==> src/hdl/qrt_pkg.sv <==
`default_nettype none

package qrt_pkg;

	localparam int COORD_W   = 20;
	localparam int QUAT_W    = 16;
	localparam int OFF_W     = 3 * COORD_W;
	localparam int CFG_IDX_W = 3;

	// cfg_data carries the widest register
	localparam int CFG_DATA_W = (OFF_W > QUAT_W) ? OFF_W : QUAT_W;

	typedef logic signed [COORD_W-1:0] coord_t;
	typedef logic signed [QUAT_W-1:0]  quat_t;

	typedef enum logic [CFG_IDX_W-1:0] {
		REG_ROT_W,
		REG_ROT_X,
		REG_ROT_Y,
		REG_ROT_Z,
		REG_PRE_OFF,
		REG_POST_OFF
	} reg_idx_t;

	localparam logic CMD_APPLY  = 1'b0;
	localparam logic CMD_REMOVE = 1'b1;

	typedef struct packed {
		logic   cmd;
		coord_t in_x;
		coord_t in_y;
		coord_t in_z;
	} point_t;

	typedef struct packed {
		coord_t out_x;
		coord_t out_y;
		coord_t out_z;
		logic   clipped;
	} result_t;

	// register file contents seen by the datapath, offsets x at index 0
	typedef struct packed {
		quat_t        rot_w;
		quat_t        rot_x;
		quat_t        rot_y;
		quat_t        rot_z;
		coord_t [2:0] pre_off;
		coord_t [2:0] post_off;
	} cfg_t;

endpackage

`default_nettype wire

==> src/hdl/qrt_regs.sv <==
`default_nettype none

module qrt_regs import qrt_pkg::*; (
	input  wire logic                  clk,
	input  wire logic                  arst_n,
	input  wire logic                  cfg_valid,
	output logic                       cfg_ready,
	input  wire logic [CFG_IDX_W-1:0]  cfg_index,
	input  wire logic [CFG_DATA_W-1:0] cfg_data,
	output cfg_t                       cfg
);

	cfg_t cfg_q;
	logic wr_en;

	assign cfg_ready = 1'b1;
	assign wr_en     = cfg_valid && cfg_ready;
	assign cfg       = cfg_q;

	always_ff @(posedge clk or negedge arst_n) begin
		if (!arst_n) begin
			cfg_q.rot_w    <= {1'b0, {(QUAT_W-1){1'b1}}};
			cfg_q.rot_x    <= '0;
			cfg_q.rot_y    <= '0;
			cfg_q.rot_z    <= '0;
			cfg_q.pre_off  <= '0;
			cfg_q.post_off <= '0;
		end else if (wr_en) begin
			unique case (reg_idx_t'(cfg_index))
				REG_ROT_W: cfg_q.rot_w <= cfg_data[QUAT_W-1:0];
				REG_ROT_X: cfg_q.rot_x <= cfg_data[QUAT_W-1:0];
				REG_ROT_Y: cfg_q.rot_y <= cfg_data[QUAT_W-1:0];
				REG_ROT_Z: cfg_q.rot_z <= cfg_data[QUAT_W-1:0];
				REG_PRE_OFF: begin
					for (int i = 0; i < 3; i++) begin
						cfg_q.pre_off[i] <= cfg_data[i*COORD_W +: COORD_W];
					end
				end
				REG_POST_OFF: begin
					for (int i = 0; i < 3; i++) begin
						cfg_q.post_off[i] <= cfg_data[i*COORD_W +: COORD_W];
					end
				end
				default: ;
			endcase
		end
	end

endmodule

`default_nettype wire

==> config.mk <==
export PLATFORM = sky130hd
export DESIGN_NAME = qrt_regs
export DESIGN_NICKNAME = d
export VERILOG_FILES = /design/src/hdl/qrt_pkg.sv /design/src/hdl/qrt_regs.sv
export SDC_FILE = /design/constraint.sdc
export NUM_CORES = 1
export LEC_CHECK = 0
export ABC_AREA = 1
export BUFFER_PORTS_ARGS = -buffer_cell sky130_fd_sc_hd__buf_2
export CAP_MARGIN = 20
export CORE_MARGIN = 10
export CORE_UTILIZATION = 50
export DETAILED_ROUTE_END_ITERATION = 8
export GPL_TIMING_DRIVEN = 0
export HOLD_SLACK_MARGIN = 0.08
export PLACE_DENSITY = 0.9
export SYNTH_ARGS = -nofsm -noshare
export SYNTH_HDL_FRONTEND = slang
export SYNTH_SLANG_ARGS = --single-unit
==> constraint.sdc <==
create_clock -name clk -period 0.9 [get_ports clk]
set_clock_uncertainty 0.05 [all_clocks]
set_input_delay 0.18 -clock clk [delete_from_list [all_inputs] [get_ports clk]]
set_output_delay 0.18 -clock clk [all_outputs]
set_load 0.02 [all_outputs]
==> impl_metrics.json, run 1 <==
{
  "synth_seq_area_share": 0.648,
  "cap_violations": 0,
  "clock_path_buffers": 2,
  "grt_pass1_wl_um": 44900,
  "path_clk_slew_ns": 0.07,
  "insertion_delay_ns": 0.42,
  "reg2reg_depth": 4,
  "syn_inst": 804,
  "powerDensity_nw_per_um2": 2350,
  "timing.reg2reg.setup_slack_ns": -0.06,
  "dp_hpwl_um": 16400,
  "start_util": 0.512,
  "whs_ns": -0.312,
  "numCtsBuffers": 17,
  "dieArea_um2": 19500,
  "period_share": 1.49,
  "syn_area_um2": 7140,
  "regToRegStartpoint": "cfg[153]$_DFFE_PN0P_",
  "synth_cell_type_count": 15,
  "fin_nets": 1316,
  "power.total_w": 0.0287,
  "syn_to_final_growth_pct": 71.1,
  "fp.dieW_um": 139,
  "track_usage": 0.290,
  "n_fill_cell": 609,
  "clock.fmax_mhz": 743,
  "cts_tree": "done",
  "r2r_end": "cfg[153]$_DFFE_PN0P_",
  "cp_slowest_cell": "dfstp_2",
  "violations": "hold timing, setup timing",
  "path_cells": "buf_6",
  "drc_errors": 0,
  "largest_reg_flops": 184,
  "initialDrtViolationCount": 657,
  "fin_cells": 1452,
  "grt_overflow": 0,
  "tightest_slew_ns": 0.726,
  "outcome": "complete, but fails checks",
  "maxSlewViolCount": 0,
  "arrival_ns": 1.12,
  "drt_wl_total_um": 31600,
  "gp_congestion": 0.831,
  "syn_area_per_cell_um2": 8.88,
  "cpPeakStageDelay_ns": 0.57,
  "htree_levels": 4,
  "grt_pass1_vias": 8126,
  "relSlewSlack": 0.516,
  "vias": 8049,
  "io_buffers": 249,
  "p_leak_nw": 6.65,
  "hold_violations": 79,
  "core_area_um2": 13900,
  "pre_cts_ws_ns": -0.735,
  "crit_required_ns": 0.67,
  "worstSetupPathType": "flip-flop to primary output",
  "firstDrtPassIters": 8,
  "setup_viol": 190,
  "ant_nets": 0,
  "cts_sinks": 184,
  "worst_slack_ns": -0.445,
  "yosysTopAreaCellShare": 0.592,
  "yosys_warnings": 0,
  "synth_fp_nets": 870,
  "cp_top_family": "flip-flops",
  "synth_top_area_cell": "dfrtp_1",
  "ir_drop_mv": 1.35,
  "path_buf_inv": 1,
  "drt-wirelength-per-cell_um": 21.8,
  "antenna_found_initial": 7,
  "dp.cells": 1234,
  "drive_gt1_frac": 0.394,
  "ios": 251,
  "grt_start_max_net_pins": 95,
  "startpoint_type": "flip-flop",
  "crit_fanout": 2,
  "synth_area_leaders": "dfrtp_1 59%, nand2_1 24%, nand3_1 7.6%, dfstp_2 5.5%, buf_2 1.2%",
  "fin_tns_setup_ns": -56.11,
  "rows": 43,
  "ys_ff_latch": 184,
  "cts-root-buf": "clkbuf_16",
  "rsz0062_at_grt": "true",
  "end_kind": "primary output",
  "fin_crit_ns": 1.35,
  "post_drt_via_cell_ratio": 5.54,
  "hold_buffers": 60,
  "fp.dieH_um": 139,
  "holdCritPathClass": "primary input to asynchronous set/reset pin"
}
## worst reg2reg max path: cells and delay by family (launching register included)
family | cells | cell delay [ns]
and+or+nand+nor | 2 | 0.12
DFF | 1 | 0.41
buffers and inverters | 2 | 0.27
## synth_stat cells
cell type and n:
buf_4 3, nand3_1 108, inv_2 3, nand2_2 1
inv_1 3, nor2_1 1, clkbuf_1 19, nand2_1 453
buf_1 6, dfrtp_1 169, nor2_4 1, buf_2 17
nor2_2 4, conb_1 1, dfstp_2 15
## how the worst max path moves through the flow
stage                                     from                    to  slack [ns]  depth (start not counted)
after global routing      cfg[173]$_DFFE_PN1P_              cfg[173]       -0.46                          1
after CTS                 cfg[168]$_DFFE_PN1P_              cfg[168]       -0.43                          1
after floorplan                      cfg_valid  cfg[125]$_DFFE_PN0P_       -0.02                          6
after global placement                  arst_n  cfg[107]$_DFFE_PN0P_       -3.20                          1
after detailed placement          cfg_index[1]    cfg[7]$_DFFE_PN0P_       -0.74                          7
final                     cfg[173]$_DFFE_PN1P_              cfg[173]       -0.45                          1
## final cells by class
cell class	instances	area, um^2	share of cell area
tap	180	225	0.0184
clock inverter	11	88.8	0.00727
inverter	6	30.0	0.00246
buffer	44	374	0.0306
timing repair buffer	428	3980	0.326
antenna	9	22.5	0.00184
clock buffer	21	460	0.0377
sequential	184	4620	0.379
multi-input combinational	569	2410	0.198
## cells by family after synthesis
group	after synthesis	synth area share
DFF	184	0.648
and+or+nand+nor	568	0.320
other	1	0.000525
buffers and inverters	51	0.0314
## cells in the final DEF (no fill, tap or decap), drive strengths merged
cell,instances
nor2,6
buf,392
inv,9
nand2,454
dfrtp,169
clkinvlp,3
clkbuf,41
nand3,108
diode,9
conb,1
clkinv,5
dlygate4sd3,60
dfstp,15
## repair_timing
item | CTS | global route
setup buffers | 62 | 70
endpoints found under the hold margin | 263 | 79
pin swaps | 0 | 24
gates resized for setup | 377 | 73
endpoints found under the setup margin | 305 | 303
## per-stage QoR
step | utilization | instance area (um^2)
after floorplan | - | 7300
after global placement | 0.630 | 8770
after detailed placement | 0.632 | 8810
after CTS | 0.833 | 11600
after global routing | 0.876 | 12200
final | 0.876 | 12200
## per-layer routing
| layer | global-route usage | routed length [um] |
|---|---|---|
| met5 | 0 | 0 |
| met4 | 0.210 | 2450 |
| met3 | 0.0806 | 2750 |
| met2 | 0.503 | 16200 |
| met1 | 0.294 | 10200 |
## power by group
| part | switching (W) | internal [W] | total (W) |
|---|---|---|---|
| Clock | 0.00339 | 0.00374 | 0.00713 |
| Combinational | 0.00517 | 0.00510 | 0.0103 |
| Sequential | 0.00137 | 0.00992 | 0.0113 |
Note: power is estimated with default switching activity, not from simulation.
==> run 2, diff against run 1 <==
--- a/config.mk
+++ b/config.mk
@@ -6,7 +6,7 @@
 export NUM_CORES = 1
 export LEC_CHECK = 0
 export ABC_AREA = 1
-export BUFFER_PORTS_ARGS = -buffer_cell sky130_fd_sc_hd__buf_2
+export BUFFER_PORTS_ARGS = -buffer_cell sky130_fd_sc_hd__buf_4
 export CAP_MARGIN = 20
 export CORE_MARGIN = 10
 export CORE_UTILIZATION = 50
==> constraint.sdc (replaced) <==
create_clock -name clk -period 0.9 [get_ports clk]
set_clock_uncertainty 0.05 [all_clocks]
set_input_delay 0.18 -clock clk [delete_from_list [all_inputs] [get_ports clk]]
set_output_delay 0.18 -clock clk [all_outputs]
set_load 0.05 [all_outputs]
==> run 2 against run 1 <==
  * The run still ends with hold timing, setup timing left
  * Critical endpoint is now cfg[177]
  * Total power increased by 15%
  * Die area unchanged
  * Highest routed layer unchanged
  * Register-to-register slack got worse by 0.05 ns
  * Largest cell class unchanged
  * Flip-flop and latch count unchanged
==> impl_metrics.json, run 2 (synthesized netlist as in run 1, its figures left out) <==
{
  "outcome": "complete, but fails checks",
  "violations": "hold timing, setup timing",
  "start_util": 0.512,
  "holdCritPathClass": "primary input to asynchronous set/reset pin",
  "track_usage": 0.287,
  "cp_slowest_cell": "dfstp_2",
  "post_drt_via_cell_ratio": 5.69,
  "gp_congestion": 0.814,
  "drive_gt1_frac": 0.382,
  "grt_pass1_wl_um": 44500,
  "worstSetupPathType": "flip-flop to primary output",
  "wl_met2_um": 16500,
  "vias": 8182,
  "whs_ns": -0.340,
  "fin_tns_setup_ns": -63.63,
  "tightest_slew_ns": 0.691,
  "clock.fmax_mhz": 718,
  "rows": 43,
  "drc_errors": 0,
  "grt_start_max_net_pins": 100,
  "drt_wl_total_um": 32800,
  "worst_slack_ns": -0.492,
  "syn_to_final_growth_pct": 72.7,
  "cts_tree": "done",
  "path_clk_slew_ns": 0.07,
  "layout_common_cells": "436 x nand2_1, 180 x buf_6, 176 x buf_4, 169 x dfrtp_1, 107 x nand3_1",
  "pre_cts_ws_ns": -0.770,
  "clock_path_buffers": 2,
  "mostFrequentLayoutCell": "nand2_1",
  "grt_pass1_vias": 7982,
  "crit_fanout": 2,
  "largest_reg_flops": 184,
  "cp_num_cells": 1,
  "htree_levels": 4,
  "final_area_um2": 12300,
  "placed_cell_area_um2": 9370,
  "cts-root-buf": "clkbuf_16",
  "highest_layer": "met4",
  "numCtsBuffers": 17,
  "fin_nets": 1308,
  "firstDrtPassIters": 8,
  "rsz0062_at_grt": "true",
  "grt_overflow": 0,
  "relSlewSlack": 0.539,
  "crit_required_ns": 0.67,
  "path_cells": "buf_8",
  "initialDrtViolationCount": 781,
  "cts_sinks": 184,
  "startpoint_type": "flip-flop",
  "maxSlewViolCount": 0,
  "fin_crit_ns": 1.39,
  "arrival_ns": 1.16,
  "fp.dieH_um": 139,
  "ir_drop_mv": 1.56,
  "fp.dieW_um": 139,
  "p_leak_nw": 6.70,
  "cap_violations": 0,
  "reg2reg_depth": 4,
  "drt-wirelength-per-cell_um": 22.9,
  "period_share": 1.55,
  "setup_viol": 198,
  "path_buf_inv": 1,
  "route.met3.wl_um": 3630,
  "ant_nets": 0,
  "cpPeakStageDelay_ns": 0.57,
  "n_fill_cell": 565,
  "hold_violations": 75,
  "core_area_um2": 13900,
  "cp_top_family": "flip-flops",
  "insertion_delay_ns": 0.43,
  "io_buffers": 249,
  "ios": 251,
  "m1WireLength_um": 10600,
  "powerDensity_nw_per_um2": 2670,
  "antenna_found_initial": 2,
  "end_kind": "primary output",
  "dieArea_um2": 19500,
  "hold_buffers": 60,
  "dp_hpwl_um": 16700
}
[run 2: changes by cell type in the layout (fill, tap and decap cells not counted), sizes merged]
cell / delta
diode: -7
buf: -8
clkinvlp: -1
clkinv: +1
bufinv: +1
clkbuf: -1
[run 2: layer usage]
metal	global-route usage	up-vias
met5	0	-
met4	0.164	0
met3	0.100	176
met2	0.492	690
met1	0.299	3936
li1	-	3380
[run 2: worst paths after layout]
check	to	startpoint	slack, ns
min in group clk	cfg[151]$_DFFE_PN0P_	cfg_index[0]	0.09
worst min-delay path	cfg[131]$_DFFE_PN0P_	arst_n	-0.34
worst max register to register	cfg[116]$_DFFE_PN0P_	cfg[116]$_DFFE_PN0P_	-0.11
worst max-delay path	cfg[177]	cfg[177]$_DFFE_PN1P_	-0.49
worst min register to register	cfg[173]$_DFFE_PN1P_	cfg[173]$_DFFE_PN1P_	0.42
max in group asynchronous	cfg[176]$_DFFE_PN1P_	arst_n	0.20
[run 2: final cells by class]
class,count,area [um^2],area share
well taps,180,225,0.0183
plain buffers,45,367,0.0297
clock buffers,20,467,0.0379
diodes,2,5.00,0.000406
flip-flops and latches,184,4620,0.375
inverters,6,27.5,0.00223
clock inverters,12,115,0.00934
repair buffers,419,4100,0.333
multi-input cells,569,2390,0.194
[run 2: what timing repair did]
item	4_1_cts	5_1_grt
endpoints found under the hold margin	259	76
setup endpoints to repair	267	288
pin swaps	1	13
resized for setup	209	71
setup buffers	53	59
[run 2: worst reg2reg max path, delay by kind of cell (launching register included)]
kind / cells / cell delay [ns]
AND/OR/NAND/NOR: 2 / 0.16
buffers and inverters: 2 / 0.27
flip-flops: 1 / 0.41
[run 2: per-stage QoR]
stage / util / hold WS (ns) / cells / total power [W]
6_report: 0.885 / -0.340 / 1437 / 0.0330
4_1_cts: 0.841 / -0.300 / 1379 / 0.0314
3_3_place_gp: 0.670 / 0.335 / 1233 / 0.0216
3_5_place_dp: 0.672 / 0.160 / 1234 / 0.0218
5_1_grt: 0.885 / -0.286 / 1437 / 0.0339
2_1_floorplan: - / -0.166 / 804 / 0.0178
[run 2: power by group]
part	switching (W)	total (W)	internal, W
clock network	0.00346	0.00754	0.00408
logic	0.00887	0.0141	0.00523
registers	0.00141	0.0113	0.00992
